==> config.mk <==
export PLATFORM = sky130hd
export DESIGN_NAME = exposure_trigger_pulse_generator_unit
export DESIGN_NICKNAME = d
export VERILOG_FILES = /design/src/rtl/etpg_pkg.sv /design/src/rtl/etpg_sensor_qual.sv /design/src/rtl/etpg_trig_core.sv /design/src/rtl/exposure_trigger_pulse_generator_unit.sv
export SDC_FILE = /design/constraint.sdc
export NUM_CORES = 1
export LEC_CHECK = 0
export BUFFER_PORTS_ARGS = -buffer_cell sky130_fd_sc_hd__buf_2
export CELL_PAD_IN_SITES_DETAIL_PLACEMENT = 1
export CELL_PAD_IN_SITES_GLOBAL_PLACEMENT = 1
export CORE_ASPECT_RATIO = 1.2
export CORE_UTILIZATION = 48
export DETAILED_ROUTE_END_ITERATION = 10
export PLACE_DENSITY_LB_ADDON = 0.05
export SLEW_MARGIN = 10
export SYNTH_ARGS = -nofsm -noshare
export SYNTH_HDL_FRONTEND = slang
export SYNTH_SLANG_ARGS = --single-unit
==> constraint.sdc <==
create_clock -name clk_i -period 9.1 [get_ports clk_i]
set_clock_uncertainty 0.2 [all_clocks]
set_input_delay 0.455 -clock clk_i [delete_from_list [all_inputs] [get_ports clk_i]]
set_output_delay 0.455 -clock clk_i [all_outputs]
set_load 0.1 [all_outputs]
==> src/rtl/etpg_pkg.sv <==
package etpg_pkg;

  localparam int CfgWidth     = 16;
  localparam int EdgeWidth    = 16;
  localparam int LoadWidth    = 16;
  localparam int DivWidth     = 5;
  localparam int ReqWidth     = 2;
  localparam int CfgIdxWidth  = 3;
  localparam int SensorCount  = 3;
  localparam int InDataWidth  = 32;
  localparam int OutDataWidth = 72;

  localparam logic [CfgWidth-1:0] DetPeriodRst = 16'd500;
  localparam logic [CfgWidth-1:0] DetDutyRst   = 16'd150;
  localparam logic [CfgWidth-1:0] GenPeriodRst = 16'd500;

  typedef enum logic [ReqWidth-1:0] {
    REQ_TICK     = 2'd0,
    REQ_LOAD_DET = 2'd1,
    REQ_LOAD_GEN = 2'd2
  } req_e;

  typedef enum logic [CfgIdxWidth-1:0] {
    CFG_DET_PERIOD     = 3'd0,
    CFG_DET_DUTY       = 3'd1,
    CFG_PULSE_PERIOD   = 3'd2,
    CFG_GEN_HIGH_START = 3'd3,
    CFG_GEN_HIGH_END   = 3'd4
  } cfg_idx_e;

  typedef struct packed {
    logic [CfgWidth-1:0] det_period;
    logic [CfgWidth-1:0] det_duty;
    logic [CfgWidth-1:0] pulse_period;
    logic [CfgWidth-1:0] gen_high_start;
    logic [CfgWidth-1:0] gen_high_end;
  } cfg_t;

  // sensor_pins: 0 pa origin, 1 rotator origin, 2 rotator limit
  typedef struct packed {
    logic [ReqWidth-1:0]    req_type;
    logic [LoadWidth-1:0]   load_value;
    logic                   det_enable;
    logic                   gen_enable;
    logic                   ceph_enable;
    logic                   exposing;
    logic                   ring_on;
    logic                   exp_ok_pin;
    logic [SensorCount-1:0] sensor_pins;
  } item_t;

  typedef struct packed {
    logic                   det_sync_level;
    logic                   gen_pulse_level;
    logic                   ceph_trig_level;
    logic [EdgeWidth-1:0]   det_edges;
    logic [EdgeWidth-1:0]   ceph_edges;
    logic [EdgeWidth-1:0]   exp_ok_events;
    logic                   table_strobe;
    logic [SensorCount-1:0] sensor_found;
    logic [EdgeWidth-1:0]   det_count_now;
  } res_t;

endpackage

==> src/rtl/etpg_sensor_qual.sv <==
module etpg_sensor_qual (
  input  logic clk_i,
  input  logic rst_ni,
  input  logic step_i,
  input  logic commit_i,
  input  logic pin_i,
  output logic found_d_o
);

  logic [1:0] on_runs_q, on_runs_d;
  logic [1:0] off_runs_q, off_runs_d;
  logic       found_q, found_d;

  always_comb begin
    on_runs_d  = on_runs_q;
    off_runs_d = off_runs_q;
    found_d    = found_q;
    if (step_i) begin
      if (!pin_i) begin
        if (on_runs_q != 2'd3) begin
          on_runs_d = on_runs_q + 2'd1;
        end
        off_runs_d = 2'd0;
        if (!found_q && on_runs_d > 2'd1) begin
          found_d = 1'b1;
        end
      end else begin
        on_runs_d = 2'd0;
        if (off_runs_q != 2'd3) begin
          off_runs_d = off_runs_q + 2'd1;
        end
        if (found_q && off_runs_d > 2'd1) begin
          found_d = 1'b0;
        end
      end
    end
  end

  assign found_d_o = found_d;

  always_ff @(posedge clk_i or negedge rst_ni) begin
    if (!rst_ni) begin
      on_runs_q  <= 2'd0;
      off_runs_q <= 2'd0;
      found_q    <= 1'b0;
    end else if (commit_i) begin
      on_runs_q  <= on_runs_d;
      off_runs_q <= off_runs_d;
      found_q    <= found_d;
    end
  end

endmodule

==> src/rtl/etpg_trig_core.sv <==
module etpg_trig_core #(
  parameter int COUNT_WIDTH   = 16,
  parameter int STROBE_DIVIDE = 20
) (
  input  logic           clk_i,
  input  logic           rst_ni,
  input  logic           commit_i,
  input  etpg_pkg::item_t item_i,
  input  etpg_pkg::cfg_t  cfg_i,
  output etpg_pkg::res_t  res_o
);
  import etpg_pkg::*;

  localparam int ExtWidth = ((COUNT_WIDTH > CfgWidth) ? COUNT_WIDTH : CfgWidth) + 1;
  localparam logic [COUNT_WIDTH-1:0] CountMax = '1;
  localparam logic [DivWidth-1:0] DivLast = DivWidth'(STROBE_DIVIDE - 1);

  function automatic logic [ExtWidth-1:0] ext_cnt(input logic [COUNT_WIDTH-1:0] c);
    return ExtWidth'(c);
  endfunction

  function automatic logic [ExtWidth-1:0] ext_cfg(input logic [CfgWidth-1:0] v);
    return ExtWidth'(v);
  endfunction

  function automatic logic [COUNT_WIDTH-1:0] bump(input logic [COUNT_WIDTH-1:0] c);
    return (c == CountMax) ? c : c + 1'b1;
  endfunction

  logic [COUNT_WIDTH-1:0] det_cnt_q, det_cnt_d;
  logic [COUNT_WIDTH-1:0] gen_cnt_q, gen_cnt_d;
  logic                   det_pin_q, det_pin_d;
  logic                   gen_pin_q, gen_pin_d;
  logic                   ceph_pin_q, ceph_pin_d;
  logic                   det_prev_q, det_prev_d;
  logic                   ceph_prev_q, ceph_prev_d;
  logic [EdgeWidth-1:0]   det_tot_q, det_tot_d;
  logic [EdgeWidth-1:0]   ceph_tot_q, ceph_tot_d;
  logic [EdgeWidth-1:0]   ok_tot_q, ok_tot_d;
  logic                   ok_armed_q, ok_armed_d;
  logic [DivWidth-1:0]    div_q, div_d;
  logic                   strobe;
  logic                   sens_step;
  logic [COUNT_WIDTH-1:0] load_sat;
  logic [SensorCount-1:0] found_d;
  req_e                   req;

  assign req = req_e'(item_i.req_type);

  always_comb begin
    if (ExtWidth'(item_i.load_value) > ext_cnt(CountMax)) begin
      load_sat = CountMax;
    end else begin
      load_sat = COUNT_WIDTH'(item_i.load_value);
    end
  end

  always_comb begin
    det_cnt_d   = det_cnt_q;
    gen_cnt_d   = gen_cnt_q;
    det_pin_d   = det_pin_q;
    gen_pin_d   = gen_pin_q;
    ceph_pin_d  = ceph_pin_q;
    det_prev_d  = det_prev_q;
    ceph_prev_d = ceph_prev_q;
    det_tot_d   = det_tot_q;
    ceph_tot_d  = ceph_tot_q;
    ok_tot_d    = ok_tot_q;
    ok_armed_d  = ok_armed_q;
    div_d       = div_q;
    strobe      = 1'b0;
    sens_step   = 1'b0;
    unique case (req)
      REQ_LOAD_DET: det_cnt_d = load_sat;
      REQ_LOAD_GEN: gen_cnt_d = load_sat;
      REQ_TICK: begin
        if (item_i.det_enable) begin
          if (ext_cnt(det_cnt_d) >= ext_cfg(cfg_i.det_period)) begin
            det_cnt_d = '0;
          end
          det_pin_d = (ext_cnt(det_cnt_d) + ext_cfg(cfg_i.det_duty))
                      < ext_cfg(cfg_i.det_period);
          det_cnt_d = bump(det_cnt_d);
        end
        if (item_i.gen_enable) begin
          if (ext_cnt(gen_cnt_d) >= ext_cfg(cfg_i.pulse_period)) begin
            gen_cnt_d = '0;
          end
          gen_pin_d = (ext_cfg(cfg_i.gen_high_start) <= ext_cnt(gen_cnt_d)) &&
                      (ext_cnt(gen_cnt_d) < ext_cfg(cfg_i.gen_high_end));
          gen_cnt_d = bump(gen_cnt_d);
        end
        if (item_i.ceph_enable) begin
          if (ext_cnt(det_cnt_d) >= ext_cfg(cfg_i.det_period)) begin
            det_cnt_d = '0;
          end
          ceph_pin_d = !(ext_cnt(det_cnt_d) < ext_cfg(cfg_i.det_duty));
          det_cnt_d  = bump(det_cnt_d);
        end
        if (item_i.exposing) begin
          div_d = div_q + 1'b1;
          if (div_d > DivLast) begin
            div_d  = '0;
            strobe = 1'b1;
          end
          if (item_i.ring_on) begin
            if (!det_prev_q && det_pin_d) begin
              det_tot_d = det_tot_q + 1'b1;
            end
            det_prev_d = det_pin_d;
            if (!ceph_prev_q && ceph_pin_d) begin
              ceph_tot_d = ceph_tot_q + 1'b1;
            end
            ceph_prev_d = ceph_pin_d;
            if (!item_i.exp_ok_pin && ok_armed_q) begin
              ok_armed_d = 1'b0;
              ok_tot_d   = ok_tot_q + 1'b1;
            end else begin
              ok_armed_d = item_i.exp_ok_pin;
            end
          end
        end else begin
          sens_step = 1'b1;
        end
      end
      default: ;
    endcase
  end

  for (genvar k = 0; k < SensorCount; k++) begin : g_sens
    etpg_sensor_qual u_qual (
      .clk_i     (clk_i),
      .rst_ni    (rst_ni),
      .step_i    (sens_step),
      .commit_i  (commit_i),
      .pin_i     (item_i.sensor_pins[k]),
      .found_d_o (found_d[k])
    );
  end

  always_ff @(posedge clk_i or negedge rst_ni) begin
    if (!rst_ni) begin
      det_cnt_q   <= '0;
      gen_cnt_q   <= '0;
      det_pin_q   <= 1'b1;
      gen_pin_q   <= 1'b0;
      ceph_pin_q  <= 1'b1;
      det_prev_q  <= 1'b1;
      ceph_prev_q <= 1'b1;
      det_tot_q   <= '0;
      ceph_tot_q  <= '0;
      ok_tot_q    <= '0;
      ok_armed_q  <= 1'b1;
      div_q       <= '0;
    end else if (commit_i) begin
      det_cnt_q   <= det_cnt_d;
      gen_cnt_q   <= gen_cnt_d;
      det_pin_q   <= det_pin_d;
      gen_pin_q   <= gen_pin_d;
      ceph_pin_q  <= ceph_pin_d;
      det_prev_q  <= det_prev_d;
      ceph_prev_q <= ceph_prev_d;
      det_tot_q   <= det_tot_d;
      ceph_tot_q  <= ceph_tot_d;
      ok_tot_q    <= ok_tot_d;
      ok_armed_q  <= ok_armed_d;
      div_q       <= div_d;
    end
  end

  always_comb begin
    res_o.det_sync_level  = det_pin_d;
    res_o.gen_pulse_level = gen_pin_d;
    res_o.ceph_trig_level = ceph_pin_d;
    res_o.det_edges       = det_tot_d;
    res_o.ceph_edges      = ceph_tot_d;
    res_o.exp_ok_events   = ok_tot_d;
    res_o.table_strobe    = strobe;
    res_o.sensor_found    = found_d;
    res_o.det_count_now   = EdgeWidth'(det_cnt_d);
  end

endmodule

==> src/rtl/exposure_trigger_pulse_generator_unit.sv <==
// A result beat passes through the input register and then the result register;
// it is held back only while the result side holds off.
// Throughput: one beat per cycle; the input register and the result register
// both move on every cycle that the result register is empty or its beat is taken.
// Reset (rst_ni low, asynchronous): pipeline empty, configuration back to its
// defaults, counters, totals and sensor state cleared, pins at idle levels.
module exposure_trigger_pulse_generator_unit #(
  parameter int COUNT_WIDTH   = 16,
  parameter int STROBE_DIVIDE = 20
) (
  input  logic                                 clk_i,
  input  logic                                 rst_ni,
  input  logic                                 s_axis_tvalid,
  output logic                                 s_axis_tready,
  // [15:0] load_value, [16] det_enable, [17] gen_enable, [18] ceph_enable,
  // [19] exposing, [20] ring_on, [21] exp_ok_pin, [22] pa_org_pin,
  // [23] ro_org_pin, [24] ro_limit_pin, [31:25] zero
  input  logic [etpg_pkg::InDataWidth-1:0]     s_axis_tdata,
  // [1:0] req_type
  input  logic [etpg_pkg::ReqWidth-1:0]        s_axis_tuser,
  output logic                                 m_axis_tvalid,
  input  logic                                 m_axis_tready,
  // [0] det_sync_level, [1] gen_pulse_level, [2] ceph_trig_level,
  // [18:3] det_edges, [34:19] ceph_edges, [50:35] exp_ok_events,
  // [51] table_strobe, [52] pa_org_found, [53] ro_org_found,
  // [54] ro_limit_found, [70:55] det_count_now, [71] zero
  output logic [etpg_pkg::OutDataWidth-1:0]    m_axis_tdata,
  input  logic                                 cfg_valid_i,
  output logic                                 cfg_ready_o,
  input  logic [etpg_pkg::CfgIdxWidth-1:0]     cfg_index_i,
  input  logic [etpg_pkg::CfgWidth-1:0]        cfg_data_i
);
  import etpg_pkg::*;

  cfg_t  cfg_q;
  item_t in_item_q;
  logic  in_vld_q;
  res_t  out_res_q;
  logic  out_vld_q;
  res_t  res;
  logic  adv;
  logic  in_acc;

  assign cfg_ready_o   = 1'b1;
  assign adv           = in_vld_q && (!out_vld_q || m_axis_tready);
  assign s_axis_tready = !in_vld_q || adv;
  assign in_acc        = s_axis_tvalid && s_axis_tready;

  always_ff @(posedge clk_i or negedge rst_ni) begin
    if (!rst_ni) begin
      cfg_q.det_period     <= DetPeriodRst;
      cfg_q.det_duty       <= DetDutyRst;
      cfg_q.pulse_period   <= GenPeriodRst;
      cfg_q.gen_high_start <= '0;
      cfg_q.gen_high_end   <= '0;
    end else if (cfg_valid_i) begin
      unique case (cfg_idx_e'(cfg_index_i))
        CFG_DET_PERIOD:     cfg_q.det_period     <= cfg_data_i;
        CFG_DET_DUTY:       cfg_q.det_duty       <= cfg_data_i;
        CFG_PULSE_PERIOD:   cfg_q.pulse_period   <= cfg_data_i;
        CFG_GEN_HIGH_START: cfg_q.gen_high_start <= cfg_data_i;
        CFG_GEN_HIGH_END:   cfg_q.gen_high_end   <= cfg_data_i;
        default: ;
      endcase
    end
  end

  always_ff @(posedge clk_i or negedge rst_ni) begin
    if (!rst_ni) begin
      in_vld_q  <= 1'b0;
      out_vld_q <= 1'b0;
    end else begin
      if (in_acc) begin
        in_vld_q <= 1'b1;
      end else if (adv) begin
        in_vld_q <= 1'b0;
      end
      if (adv) begin
        out_vld_q <= 1'b1;
      end else if (m_axis_tready) begin
        out_vld_q <= 1'b0;
      end
    end
  end

  always_ff @(posedge clk_i) begin
    if (in_acc) begin
      in_item_q.req_type    <= s_axis_tuser;
      in_item_q.load_value  <= s_axis_tdata[15:0];
      in_item_q.det_enable  <= s_axis_tdata[16];
      in_item_q.gen_enable  <= s_axis_tdata[17];
      in_item_q.ceph_enable <= s_axis_tdata[18];
      in_item_q.exposing    <= s_axis_tdata[19];
      in_item_q.ring_on     <= s_axis_tdata[20];
      in_item_q.exp_ok_pin  <= s_axis_tdata[21];
      in_item_q.sensor_pins <= s_axis_tdata[24:22];
    end
    if (adv) begin
      out_res_q <= res;
    end
  end

  etpg_trig_core #(
    .COUNT_WIDTH   (COUNT_WIDTH),
    .STROBE_DIVIDE (STROBE_DIVIDE)
  ) u_core (
    .clk_i    (clk_i),
    .rst_ni   (rst_ni),
    .commit_i (adv),
    .item_i   (in_item_q),
    .cfg_i    (cfg_q),
    .res_o    (res)
  );

  assign m_axis_tvalid = out_vld_q;
  assign m_axis_tdata  = {1'b0,
                          out_res_q.det_count_now,
                          out_res_q.sensor_found,
                          out_res_q.table_strobe,
                          out_res_q.exp_ok_events,
                          out_res_q.ceph_edges,
                          out_res_q.det_edges,
                          out_res_q.ceph_trig_level,
                          out_res_q.gen_pulse_level,
                          out_res_q.det_sync_level};

endmodule

**Word-level counts from Yosys, hierarchy flattened**

Index checks and enable logic that the tools add are counted.

- Latch bits: 0
- Bits in writable memories: 0
- Logic and storage cells: 211
- Bits of input ports: 58
- Memories: 0
- Output and inout bits: 75
- Bits in registers: 286
- Bits in read-only memories: 0

- Add/sub/neg operators: 14
- $mul: 0
- Mux-type cells: 83
- Magnitude comparators: 14
- Bitwise operators: 0
- Div/mod/pow operators: 0
- Shift-type cells: 0
- Equality and inequality tests: 16
- Reductions and logical operators: 38

Operators with widths:

| operator | number |
|---|---|
| two-way mux 16 bit | 28 |
| adder 16 x 1 -> 16 bit, second input constant | 6 |
| one-hot mux 16 bit (2 select lines) | 2 |
| == test 16 bit, second input constant | 3 |
| greater-or-equal comparator 16 bit | 3 |
| two-way mux 2 bit | 24 |
| less-than comparator 16 bit | 2 |
| two-way mux 1 bit | 28 |
| adder 16 x 16 -> 17 bit | 1 |
| less-than comparator 17 x 16 -> 1 bit | 1 |
| <= comparator 16 bit | 1 |
| != test 2 bit, second input constant | 7 |
| AND reduction 2 bit | 7 |
| adder 2 x 1 -> 2 bit, second input constant | 6 |
| greater-than comparator 2 x 1 -> 1 bit, second input constant | 6 |
| logical AND 1 bit | 12 |
| logical NOT 1 bit | 9 |
| == test 3 x 2 -> 1 bit, second input constant | 2 |
| AND reduction 3 bit | 2 |
| nonzero test 2 bit | 3 |
| adder 5 x 1 -> 5 bit, second input constant | 1 |
| greater-than comparator 5 bit, second input constant | 1 |
| two-way mux 5 bit | 1 |
| AND reduction 4 bit | 1 |
| other kinds (7) | 8 |

**Depth between registers and ports, before layout**

Gate-level depths: netlist of the first run.

- Depth after elaboration: 21
- Depth in mapped cells: 36
- Gate-level depth less buffers: 32

**Modules after synthesis**

From an unflattened synthesis of the first run, not the netlist that was laid out.

- Cell total of the unflattened synthesis: 1713
- Area total of the unflattened synthesis: 17535.6 um^2

Modules (own cells, without submodules):

| module | area each (um^2) | times used | seq. area each (um^2) | cells each |
|---|---|---|---|---|
| etpg_trig_core | 10659.0 | 1 | 2283.4 | 1349 |
| exposure_trigger_pulse_generator_unit | 6148.4 | 1 | 5014.8 | 283 |
| etpg_sensor_qual | 242.7 | 3 | 125.1 | 27 |

**Worst setup path after synthesis of the first run**

OpenSTA, ideal clock, no wires.

- Path type: register to register
- Start point: register u_core.det_cnt_q[0]
- End point: register out_res_q, in the netlist m_axis_tdata[30] (data pin)
- Path buffers: 5
- Required time: 8636 ps
- Clock period less this slack: 7796 ps
- Setup time: 264 ps
- Path slack: 1304 ps
- Arrival: 7332 ps
- Stages on the path, launching flop included: 35
- Cell sequence: dfrtp_1 inv_1 ha_1 nand2b_1 a2111o_1 a31oi_2 a21o_1 clkbuf_1 and2_1 ha_1 nand3_1 nor4_1 nand2_1 or4_1 a21oi_1 or2_2 clkbuf_1 ha_1 nand2b_1 a31oi_1 o21ai_0 a31o_2 clkbuf_1 clkbuf_1 nor2_1 ha_1 nand4_1 nor2_1 o2111ai_1 o41ai_1 a2111oi_2 nor3_1 clkbuf_1 nand2_1 xnor2_1

RTL lines:

| item | line | source |
|---|---|---|
| from (decl) | etpg_trig_core.sv:30 | `logic [COUNT_WIDTH-1:0] det_cnt_q, det_cnt_d;` |
| from (signal assigned) | etpg_trig_core.sv:156 | `det_cnt_q <= det_cnt_d;` |
| to (signal assigned) | exposure_trigger_pulse_generator_unit.sv:99 | `out_res_q <= res;` |
| to (decl) | exposure_trigger_pulse_generator_unit.sv:38 | `res_t out_res_q;` |

==> metrics.md, run 1 <==
| Metric | Value |
|---|---|
| WL final | 55.1 mm |
| Final worst-path setup slack | 0.577 ns |
| DRC violations left | 0 |
| Tcrit/Tclk final | 93.7% |
| Detailed route wirelength on metal2 | 27.9 mm |
| Largest net degree at the start of global routing | 70 |
| Slew at the pin closest to its max-slew limit | 1.06 ns |
| Ratio of total power to cell area | 305 nW/um^2 |
| Post-placement setup slack | 0.622 ns |
| Row count | 75 |
| Count of buffers from port buffering | 123 |
| Floorplan die area | 36600 um^2 |
| Type of the worst min-delay path | in2reg |
| NumNets Final | 2126 |
| Clock Pin Slew Worst Setup and Hold Paths | 0.06 ns |
| First-pass GRT wire length | 86.8 mm |
| Number of nets in the synthesized netlist | 1966 |
| Met3 Wirelength | 1.97 mm |
| Dpl hpwl | 39.7 mm |
| Routed length per instance | 22.7 um |
| CTS HTree Levels | 2 |
| Synthesized area per cell | 9.69 um^2 |
| Critical Path Start Type | register |
| Die outline height | 209 um |
| Setup TNS after final layout | 0 ns |
| CP arrival | 8.60 ns |
| Worst setup path category | reg2reg |
| Clock Latency Late Sink | 0.53 ns |
| Ys Warns | 0 |
| Routed Antenna Nets | 0 |
| Via density per instance | 6.00 |
| LEAKAGE | 8.93 nW |
| Crit-path max cell delay | 0.47 ns |
| Post-synth ARST share | 65.7% |
| Sequential area share after synthesis | 44.6% |
| Via count of the routed design | 14500 |
| Initial antenna violation count | 1 |
| Clock sink total | 286 |
| Via count of the first global-routing pass | 15300 |
| Global-route usage over all layers | 30.8% |
| Most used cell, CP | sky130_fd_sc_hd__ha_1 |
| Fin. Hold Viols | 0 |
| Critical Path End Type | register |
| Fraction of final layout cells sized beyond drive strength 1 | 16.5% |
| Final Max Tran Viols | 0 |
| Predominant post-synthesis flop cell | sky130_fd_sc_hd__dfrtp_1 |
| Core area | 35100 um^2 |
| GRT overflow | 0 |
| Mapped Cells | 1774 |
| Number of max-capacitance violations reported | 0 |
| RSZ-0062 raised after global routing | false |
| Min cycle time layout | 8.52 ns |
| Total CTS buffers | 34 |
| Post-synth EDFFs | 98 |
| Cell area after synthesis | 17200 um^2 |
| Post-CTS repair timing setup buffer count | 0 |
| Last weighted congestion value of the routability-driven placer | 0.946 |
| Total setup violations reported at the end of the flow | 0 |
| Peak supply drop | 0.000220 V |
| CP Max Fanout | 20 |
| Critical Path Slowest Stage Cell | sky130_fd_sc_hd__dfrtp_1 |
| Status | finished, final reports clean |
| Starting Density | 49.0% |
| Antenna Cells | 0 |
| Number of I/O pins | 133 |
| Highest signal layer in the routed design | met5 |
| Routed metal-1 wirelength | 23.4 mm |
| Iter 0 DRT Violations | 1058 |
| F_max | 0.117 GHz |
| CTS root buffer | sky130_fd_sc_hd__clkbuf_16 |
| Maximum root-to-sink buffer count | 3 |
| Detailed-routing iteration count for the pre-antenna-repair pass | 5 |
| Worst endpoint required time | 9.18 ns |
| Area grow syn2layout | 16.1% |
| Post-synthesis sequential element count | 286 |
| TritonCTS clock tree | done |
| Overall die width | 175 um |
| Number of library cell types mapped by synthesis | 92 |
| Slew HR | 28.8% |
| Fillers | 3969 |
[critical path: cells and delay by family, from the launching register on]
kind	cells	cell delay [ns]
AOI/OAI and AO/OA	11	2.74
buffers and inverters	4	0.80
DFF	1	0.47
adders and majority gates	4	1.10
and+or+nand+nor	13	2.70
muxes	1	0.27
[synth_stat cells (all sizes together), types with 17 or more instances]
library cell / instances / share of area, %
dfrtp: 167 / 24
nand4: 64 / 2.4
inv: 114 / 2.5
edfxtp: 98 / 17
o21ai: 130 / 3.8
nor2: 101 / 2.2
nand2b: 23 / 0.84
dfstp: 21 / 3.2
mux2: 31 / 2.0
xnor2: 89 / 4.5
nor3: 26 / 0.76
and2: 21 / 0.76
a21oi: 73 / 2.1
nand2: 213 / 4.6
clkbuf: 63 / 1.4
buf: 17 / 0.49
nand3: 48 / 1.4
xor2: 18 / 0.92
ha: 133 / 9.7
a21o: 37 / 1.6
nor4: 18 / 0.81
and3: 44 / 1.6
[flip-flops by register name (all words and copies together) (netlist names), 3 cells and up]
name	cells
u_core.ceph_tot_q	16
u_core.det_tot_q	16
u_core.g_sens.u_qual.on_runs_q	6
u_core.ok_tot_q	16
cfg_q	80
m_axis_tdata	71
in_item_q	27
u_core.gen_cnt_q	16
u_core.g_sens.u_qual.found_q	3
u_core.div_q	5
u_core.g_sens.u_qual.off_runs_q	6
u_core.det_cnt_q	16
[worst paths after layout]
kind / start / to / slack, ns / depth (start not counted)
hold / removal: cfg_data_i[5] / cfg_q[37] / 0.04 / 3
setup reg to reg: u_core.det_cnt_q[0] / m_axis_tdata[20] / 0.58 / 33
min in group asynchronous: rst_ni / cfg_q[65] / 0.28 / 2
max in group asynchronous: rst_ni / u_core.ceph_tot_q[7] / 7.08 / 3
hold reg to reg: u_core.det_tot_q[15] / u_core.det_tot_q[15] / 0.30 / 1
setup / recovery: u_core.det_cnt_q[0] / m_axis_tdata[20] / 0.58 / 33
[cell usage in the layout (no fill, tap or decap), types with 37 or more instances in the layout]
master                     count
sky130_fd_sc_hd__nand4_1      63
sky130_fd_sc_hd__buf_2       122
sky130_fd_sc_hd__nand3_1      48
sky130_fd_sc_hd__a21oi_1      72
sky130_fd_sc_hd__ha_1        133
sky130_fd_sc_hd__a21o_1       37
sky130_fd_sc_hd__dfrtp_1     167
sky130_fd_sc_hd__edfxtp_1     98
sky130_fd_sc_hd__xnor2_1      89
sky130_fd_sc_hd__nor2_1      101
sky130_fd_sc_hd__nand2_1     213
sky130_fd_sc_hd__and3_1       44
sky130_fd_sc_hd__o21ai_0     128
sky130_fd_sc_hd__inv_1       112
sky130_fd_sc_hd__buf_4        51
[cell type report]
class,instances,area (um^2),area share [%]
inverter,115,434,2.17
clock inverter,10,136,0.683
timing repair buffer,204,1320,6.60
multi-input combinational,1293,8830,44.2
clock buffer,51,996,4.99
tap,462,578,2.90
sequential,286,7670,38.4
[metal layers]
layer / GRT usage [%] / up-vias
li1: - / 6724
met1: 40.1 / 7341
met2: 53.3 / 347
met3: 3.10 / 101
met4: 10.4 / 2
met5: 0 / -
[cell families after synthesis]
logic type	synth area share, %
other	0.0437
AOI/OAI and AO/OA	15.2
DFF	44.6
buffers and inverters	4.39
adders and majority gates	9.79
xor gates and xnor gates	5.45
muxes	2.44
and+or+nand+nor	18.1
[report_power, final]
part           leakage (nW)  internal, mW  switching [mW]  total [mW]
Combinational          5.07          1.02            1.85        2.87
Clock                 0.557         0.844           0.555        1.40
Sequential             3.30          1.60           0.215        1.81
[metrics by stage]
| stage | utilization (%) | area, um^2 | instances | hold slack (ns) | power [mW] |
|---|---|---|---|---|---|
| finish | 56.9 | 20000 | 2421 | 0.0366 | 6.08 |
| global route | 56.9 | 20000 | 2421 | 0.0352 | 6.47 |
| CTS | 56.9 | 20000 | 2421 | 0.0187 | 6.07 |
| detailed placement | 52.8 | 18500 | 2331 | 0.290 | 4.64 |
| global placement | 52.8 | 18500 | 2331 | 0.271 | 4.51 |
| floorplan | - | 17200 | 1774 | -0.0406 | 3.74 |
[what timing repair did]
item / 4_1_cts / 5_1_grt
hold buffers: 29 / 0
setup endpoints to repair: 0 / 5
endpoints found under the hold margin: 82 / 0
gates resized for setup: 0 / 1
Note: power is estimated with default switching activity, not from simulation.
==> run 2: changes to the inputs <==
--- a/config.mk
+++ b/config.mk
@@ -5,11 +5,12 @@
 export SDC_FILE = /design/constraint.sdc
 export NUM_CORES = 1
 export LEC_CHECK = 0
-export BUFFER_PORTS_ARGS = -buffer_cell sky130_fd_sc_hd__buf_2
+export ABC_AREA = 1
+export BUFFER_PORTS_ARGS = -buffer_cell sky130_fd_sc_hd__clkbuf_2
 export CELL_PAD_IN_SITES_DETAIL_PLACEMENT = 1
 export CELL_PAD_IN_SITES_GLOBAL_PLACEMENT = 1
 export CORE_ASPECT_RATIO = 1.2
-export CORE_UTILIZATION = 48
+export CORE_UTILIZATION = 46
 export DETAILED_ROUTE_END_ITERATION = 10
 export PLACE_DENSITY_LB_ADDON = 0.05
 export SLEW_MARGIN = 10
==> metrics.md, run 2 <==
| Metric | Value |
|---|---|
| Status | finished, final reports clean |
| CTS root buffer | sky130_fd_sc_hd__clkbuf_16 |
| Post-CTS repair timing setup buffer count | 0 |
| Routed Antenna Nets | 0 |
| Most frequent cells in the layout | sky130_fd_sc_hd__nand2_1, sky130_fd_sc_hd__inv_1, sky130_fd_sc_hd__o21ai_0 |
| Iter 0 DRT Violations | 713 |
| Most frequent standard cell in the layout excluding fill and tap cells | sky130_fd_sc_hd__nand2_1 |
| Last weighted congestion value of the routability-driven placer | 0.897 |
| Critical Path Start Type | register |
| Total setup violations reported at the end of the flow | 0 |
| Min cycle time layout | 7.56 ns |
| Critical Path End Type | register |
| Post-synth EDFFs | 98 |
| RSZ-0062 raised after global routing | false |
| Highest-utilization routing layer at the global route stage | met2 |
| Critical Path Slowest Stage Cell | sky130_fd_sc_hd__dfstp_2 |
| Total power | 6.17 mW |
| Die outline height | 214 um |
| CP arrival | 7.70 ns |
| Initial antenna violation count | 1 |
| Crit-path max cell delay | 0.53 ns |
| Internal power component | 3.29 mW |
| Starting Density | 46.8% |
| Post-cts sizing count | 0 |
| Ratio of total power to cell area | 314 nW/um^2 |
| Part of the total power dissipated in combinational logic | 46.7% |
| F_max | 0.132 GHz |
| First-pass GRT wire length | 83.3 mm |
| Critical hold path startpoint | cfg_data_i[4] |
| Clock sink total | 286 |
| Final Max Tran Viols | 0 |
| Worst setup path category | reg2reg |
| Via density per instance | 5.40 |
| NumNets Final | 2378 |
| WL final | 51.9 mm |
| Count of buffers from port buffering | 123 |
| Count of hold-fix buffers inserted at cts | 30 |
| Floorplan die area | 38400 um^2 |
| Total CTS buffers | 30 |
| Ys Warns | 0 |
| Cell area after synthesis | 17300 um^2 |
| Critical Path Start | cfg_q[71] |
| Dpl hpwl | 38.7 mm |
| Type of the worst min-delay path | in2reg |
| Most used cell, CP | sky130_fd_sc_hd__nand2_1 |
| Via count of the first global-routing pass | 15500 |
| Global-route usage over all layers | 27.8% |
| Mapped Cells | 2048 |
| Synth top area share | 24.2% |
| Global-route met1 utilization | 35.7% |
| Post-synth ARST share | 65.7% |
| Fin. Hold Viols | 0 |
| CP Max Fanout | 15 |
| Met3 GRT Util | 3.01% |
| Largest net degree at the start of global routing | 95 |
| DRC violations left | 0 |
| Number of library cell types mapped by synthesis | 61 |
| Via count of the routed design | 14500 |
| Number of max-capacitance violations reported | 0 |
| Slew at the pin closest to its max-slew limit | 1.12 ns |
| Switching part of the total | 46.6% |
| Post-synthesis sequential element count | 286 |
| GRT overflow | 0 |
| Library cell occupying the most area in the post-synthesis netlist | sky130_fd_sc_hd__dfrtp_1 |
| Overall die width | 179 um |
| Synthesized area per cell | 8.44 um^2 |
| LEAKAGE | 9.45 nW |
| Max reg flops | 80 |
| Predominant post-synthesis flop cell | sky130_fd_sc_hd__dfrtp_1 |
| Sequential area share after synthesis | 44.4% |
| Clock Pin Slew Worst Setup and Hold Paths | 0.06 ns |
| Core area | 36900 um^2 |
| Worst endpoint required time | 9.24 ns |
| Maximum root-to-sink buffer count | 3 |
| Met2 Usage GRT | 48.5% |
| Part of the power in registers | 32.2% |
| Register containing the most flip-flops in the final layout | cfg_q |
| Clock Latency Late Sink | 0.60 ns |
| Count leader, synth | sky130_fd_sc_hd__nand2_1 |
| Number of I/O pins | 133 |
| Switching power summed over all nets | 2.88 mW |
| Routed length per instance | 19.3 um |
| Slew HR | 24.9% |
| Row count | 77 |
| Area grow syn2layout | 13.9% |
| Fillers | 4440 |
| Clk network pwr share | 21.1% |
| Tcrit/Tclk final | 83.1% |
| TritonCTS clock tree | done |
| Fraction of final layout cells sized beyond drive strength 1 | 13.2% |
| Peak supply drop | 0.000169 V |
| Area contributors post-synth | sky130_fd_sc_hd__dfrtp_1, sky130_fd_sc_hd__edfxtp_1, sky130_fd_sc_hd__nand2_1, sky130_fd_sc_hd__ha_1, sky130_fd_sc_hd__inv_1 |
| Number of nets in the synthesized netlist | 2240 |
| CTS HTree Levels | 1 |
| Detailed-routing iteration count for the pre-antenna-repair pass | 4 |
| Worst reg2reg startpoint | cfg_q[71] |
| Setup TNS after final layout | 0 ns |
| Commonest cells in the synthesized netlist | sky130_fd_sc_hd__nand2_1, sky130_fd_sc_hd__inv_1, sky130_fd_sc_hd__o21ai_0 |
run 2: final timing paths:
path | endpoint | slack [ns] | cells after the start
max | m_axis_tdata[25] | 1.54 | 39
min | cfg_q[36] | 0.02 | 3
max reg2reg | m_axis_tdata[25] | 1.54 | 39
min reg2reg | cfg_q[73] | 0.29 | 2
max in group asynchronous | u_core.det_cnt_q[2] | 7.05 | 3
min in group asynchronous | u_core.det_tot_q[3] | 0.27 | 2
run 2: per-stage QoR:
step	std cells	utilization (%)	worst slack (ns)	hold WS [ns]	area (um^2)
floorplan	2048	-	2.63	-0.0406	17300
CTS	2684	53.3	1.53	0.0293	19700
global route	2685	53.3	0.957	0.0458	19700
detailed placement	2598	49.7	1.56	0.274	18300
global placement	2598	49.7	1.75	0.263	18300
finish	2685	53.3	1.54	0.0230	19700
run 2: per-layer routing:
metal  wire [um]  up-vias
met1       22600     7128
li1            -     7020
met2       26000      261
met3        1700       82
met4        1550        0
met5           0        -
run 2: logic make-up (layout without fill, tap and decap cells):
group                    Yosys count  after routing  synth area share (%)
AND/OR/NAND/NOR                  807            807                  21.9
buffers and inverters            378            540                  8.38
adder cells (fa/ha/maj)          134            134                  9.74
other                              2              3                0.0435
multiplexers                       1              1                0.0652
AO/OA/AOI/OAI                    360            360                  11.3
flip-flops                       286            286                  44.4
XOR/XNOR                          80             80                  4.18
run 2: layout make-up:
type	instances	area [um^2]	share of cell area, %
inverter	323	1220	6.18
antenna	1	2.50	0.0127
clock inverter	15	214	1.09
sequential	286	7670	39.0
clock buffer	41	822	4.18
timing repair buffer	161	985	5.00
tap	474	593	3.01
multi-input combinational	1384	8180	41.5
run 2: worst max-delay path: cells and delay by family, from the launching register on:
family,cells,cell delay [ns]
buffers and inverters,6,0.98
AO/OA/AOI/OAI,3,0.43
XOR/XNOR,1,0.26
AND/OR/NAND/NOR,25,3.67
adder cells (fa/ha/maj),4,1.20
flip-flops,1,0.53
run 2: power by group through the flow:
stage | Sequential (mW) | Combinational [mW] | Clock [mW]
2_1_floorplan | 2.44 | 1.68 | 0
6_report | 1.99 | 2.88 | 1.30
3_5_place_dp | 2.00 | 2.86 | 0
3_3_place_gp | 1.98 | 2.73 | 0
5_1_grt | 2.03 | 3.23 | 1.37
4_1_cts | 1.98 | 2.89 | 1.33
==> run 3: changes to the inputs <==
==> constraint.sdc (replaced) <==
create_clock -name clk_i -period 7.1 [get_ports clk_i]
set_clock_uncertainty 0.2 [all_clocks]
set_input_delay 0.355 -clock clk_i [delete_from_list [all_inputs] [get_ports clk_i]]
set_output_delay 0.355 -clock clk_i [all_outputs]
set_load 0.1 [all_outputs]
==> metrics.md, run 3 (same netlist as run 2, synthesis figures left out) <==
| Metric | Value |
|---|---|
| GRT overflow | 0 |
| Type of the worst min-delay path | in2reg |
| Min cycle time layout | 6.62 ns |
| CTS root buffer | sky130_fd_sc_hd__clkbuf_16 |
| Total setup violations reported at the end of the flow | 0 |
| Most frequent standard cell in the layout excluding fill and tap cells | sky130_fd_sc_hd__nand2_1 |
| Slew at the pin closest to its max-slew limit | 1.20 ns |
| Worst endpoint required time | 7.18 ns |
| Count of buffers from port buffering | 123 |
| Placed Instances | 2622 |
| Iter 0 DRT Violations | 763 |
| First-pass GRT wire length | 83.9 mm |
| Worst reg2reg startpoint | cfg_q[71] |
| Area grow syn2layout | 15.7% |
| Critical hold path startpoint | cfg_data_i[6] |
| Core area | 36900 um^2 |
| Overall die width | 179 um |
| Register containing the most flip-flops in the final layout | cfg_q |
| Largest net degree at the start of global routing | 145 |
| NumNets Final | 2408 |
| Most frequent cells in the layout | sky130_fd_sc_hd__nand2_1, sky130_fd_sc_hd__inv_1, sky130_fd_sc_hd__o21ai_0 |
| WL final | 52.5 mm |
| Setup TNS after final layout | 0 ns |
| Critical Path Slowest Stage Cell | sky130_fd_sc_hd__dfstp_2 |
| Worst setup path category | reg2reg |
| Die outline height | 214 um |
| Final design utilization | 54.2% |
| CTS HTree Levels | 2 |
| LEAKAGE | 9.61 nW |
| Critical Path End Type | register |
| Crit path buffers/inverters | 5 |
| Fraction of final layout cells sized beyond drive strength 1 | 14.7% |
| R2r setup slk | 0.48 ns |
| Number of max-capacitance violations reported | 0 |
| Clock Latency Late Sink | 0.54 ns |
| Routed length per instance | 19.3 um |
| Antenna Cells | 0 |
| Slew HR | 20.0% |
| Global-route usage over all layers | 28.2% |
| Dpl hpwl | 39.3 mm |
| TritonCTS clock tree | done |
| CP arrival | 6.70 ns |
| Cell family with most CP delay | simple AND/OR/NAND/NOR gates |
| Row count | 77 |
| Via count of the first global-routing pass | 15500 |
| Hold Path Cell Cnt | 3 |
| Number of I/O pins | 133 |
| Clock sink total | 286 |
| RSZ-0062 raised after global routing | false |
| End of the worst register-to-register path | m_axis_tdata[33] |
| CP Max Fanout | 9 |
| Crit-path max cell delay | 0.53 ns |
| DRC violations left | 0 |
| Initial antenna violation count | 0 |
| Hold path endpoint | cfg_q[38] |
| Fin. Hold Viols | 0 |
| F_max | 0.151 GHz |
| Max reg flops | 80 |
| Via density per instance | 5.40 |
| Total CTS buffers | 34 |
| Last weighted congestion value of the routability-driven placer | 0.916 |
| Critical Path Start Type | register |
| Via count of the routed design | 14700 |
| Detailed-routing iteration count for the pre-antenna-repair pass | 5 |
| Ratio of total power to cell area | 406 nW/um^2 |
| Non-filler instance count after layout | 2715 |
| Final Max Tran Viols | 0 |
| Maximum root-to-sink buffer count | 3 |
| Floorplan die area | 38400 um^2 |
| Status | finished, final reports clean |
| Peak supply drop | 0.000178 V |
| Starting Density | 46.8% |
| Fillers | 4492 |
| Cell count of the worst reg-to-reg path | 36 |
| Clock Pin Slew Worst Setup and Hold Paths | 0.05 ns |
| Tcrit/Tclk final | 93.3% |
| Routed Antenna Nets | 0 |
==> run 3: what timing repair did <==
item                       4_1_cts  5_1_grt
hold buffers                    31        0
gates resized for setup          0       22
setup endpoints to repair        0       96
hold endpoints to repair        73        0
setup buffers                    0        1
==> run 3: stage by stage <==
stage                     hold slack, ns  power (mW)  worst slack (ns)  instance area (um^2)
after floorplan                   -0.141        5.28             0.630                 17300
final                           0.000171        8.11             0.475                 20000
after global placement             0.108        6.14             0.357                 18500
after CTS                         0.0111        8.10            0.0371                 19900
after global routing              0.0205        8.70            0.0124                 20000
after detailed placement           0.116        6.34             0.140                 18500
==> run 3: how the worst max path moves through the flow <==
stage / slack, ns / cells after the start / start / endpoint
5_1_grt: 0.01 / 45 / cfg_q[71] / u_core.det_tot_q[5]
3_5_place_dp: 0.14 / 42 / cfg_q[71] / u_core.det_tot_q[13]
4_1_cts: 0.04 / 42 / cfg_q[71] / u_core.det_tot_q[13]
6_report: 0.48 / 36 / cfg_q[71] / m_axis_tdata[33]
2_1_floorplan: 0.63 / 41 / cfg_q[71] / m_axis_tdata[27]
3_3_place_gp: 0.36 / 44 / cfg_q[71] / u_core.det_tot_q[15]
==> run 3: power by group <==
part / internal [mW] / switching [mW] / leakage [nW]
clock: 0.981 / 0.719 / 0.526
combinational: 1.15 / 2.76 / 5.75
sequential: 2.21 / 0.301 / 3.34
==> run 3: final cells by class <==
type | instances | area [um^2] | share of cell area, %
clock inverters | 9 | 68.8 | 0.344
inverters | 323 | 1220 | 6.09
multi-input cells | 1384 | 8250 | 41.2
flip-flops and latches | 286 | 7670 | 38.4
well taps | 474 | 593 | 2.97
clock buffers | 52 | 1000 | 5.00
repair buffers | 187 | 1190 | 5.98
==> run 3: worst min-delay path, stage by stage <==
cell                       delay [ns]
sky130_fd_sc_hd__clkbuf_2        0.08
sky130_fd_sc_hd__inv_1           0.16
sky130_fd_sc_hd__o21ai_0         0.12
==> run 3: per-layer routing <==
| layer | wire length (um) | global-route usage [%] |
|---|---|---|
| met1 | 23100 | 36.9 |
| met2 | 25900 | 47.7 |
| met3 | 1650 | 3.05 |
| met4 | 1830 | 10.0 |
| met5 | 0 | 0 |
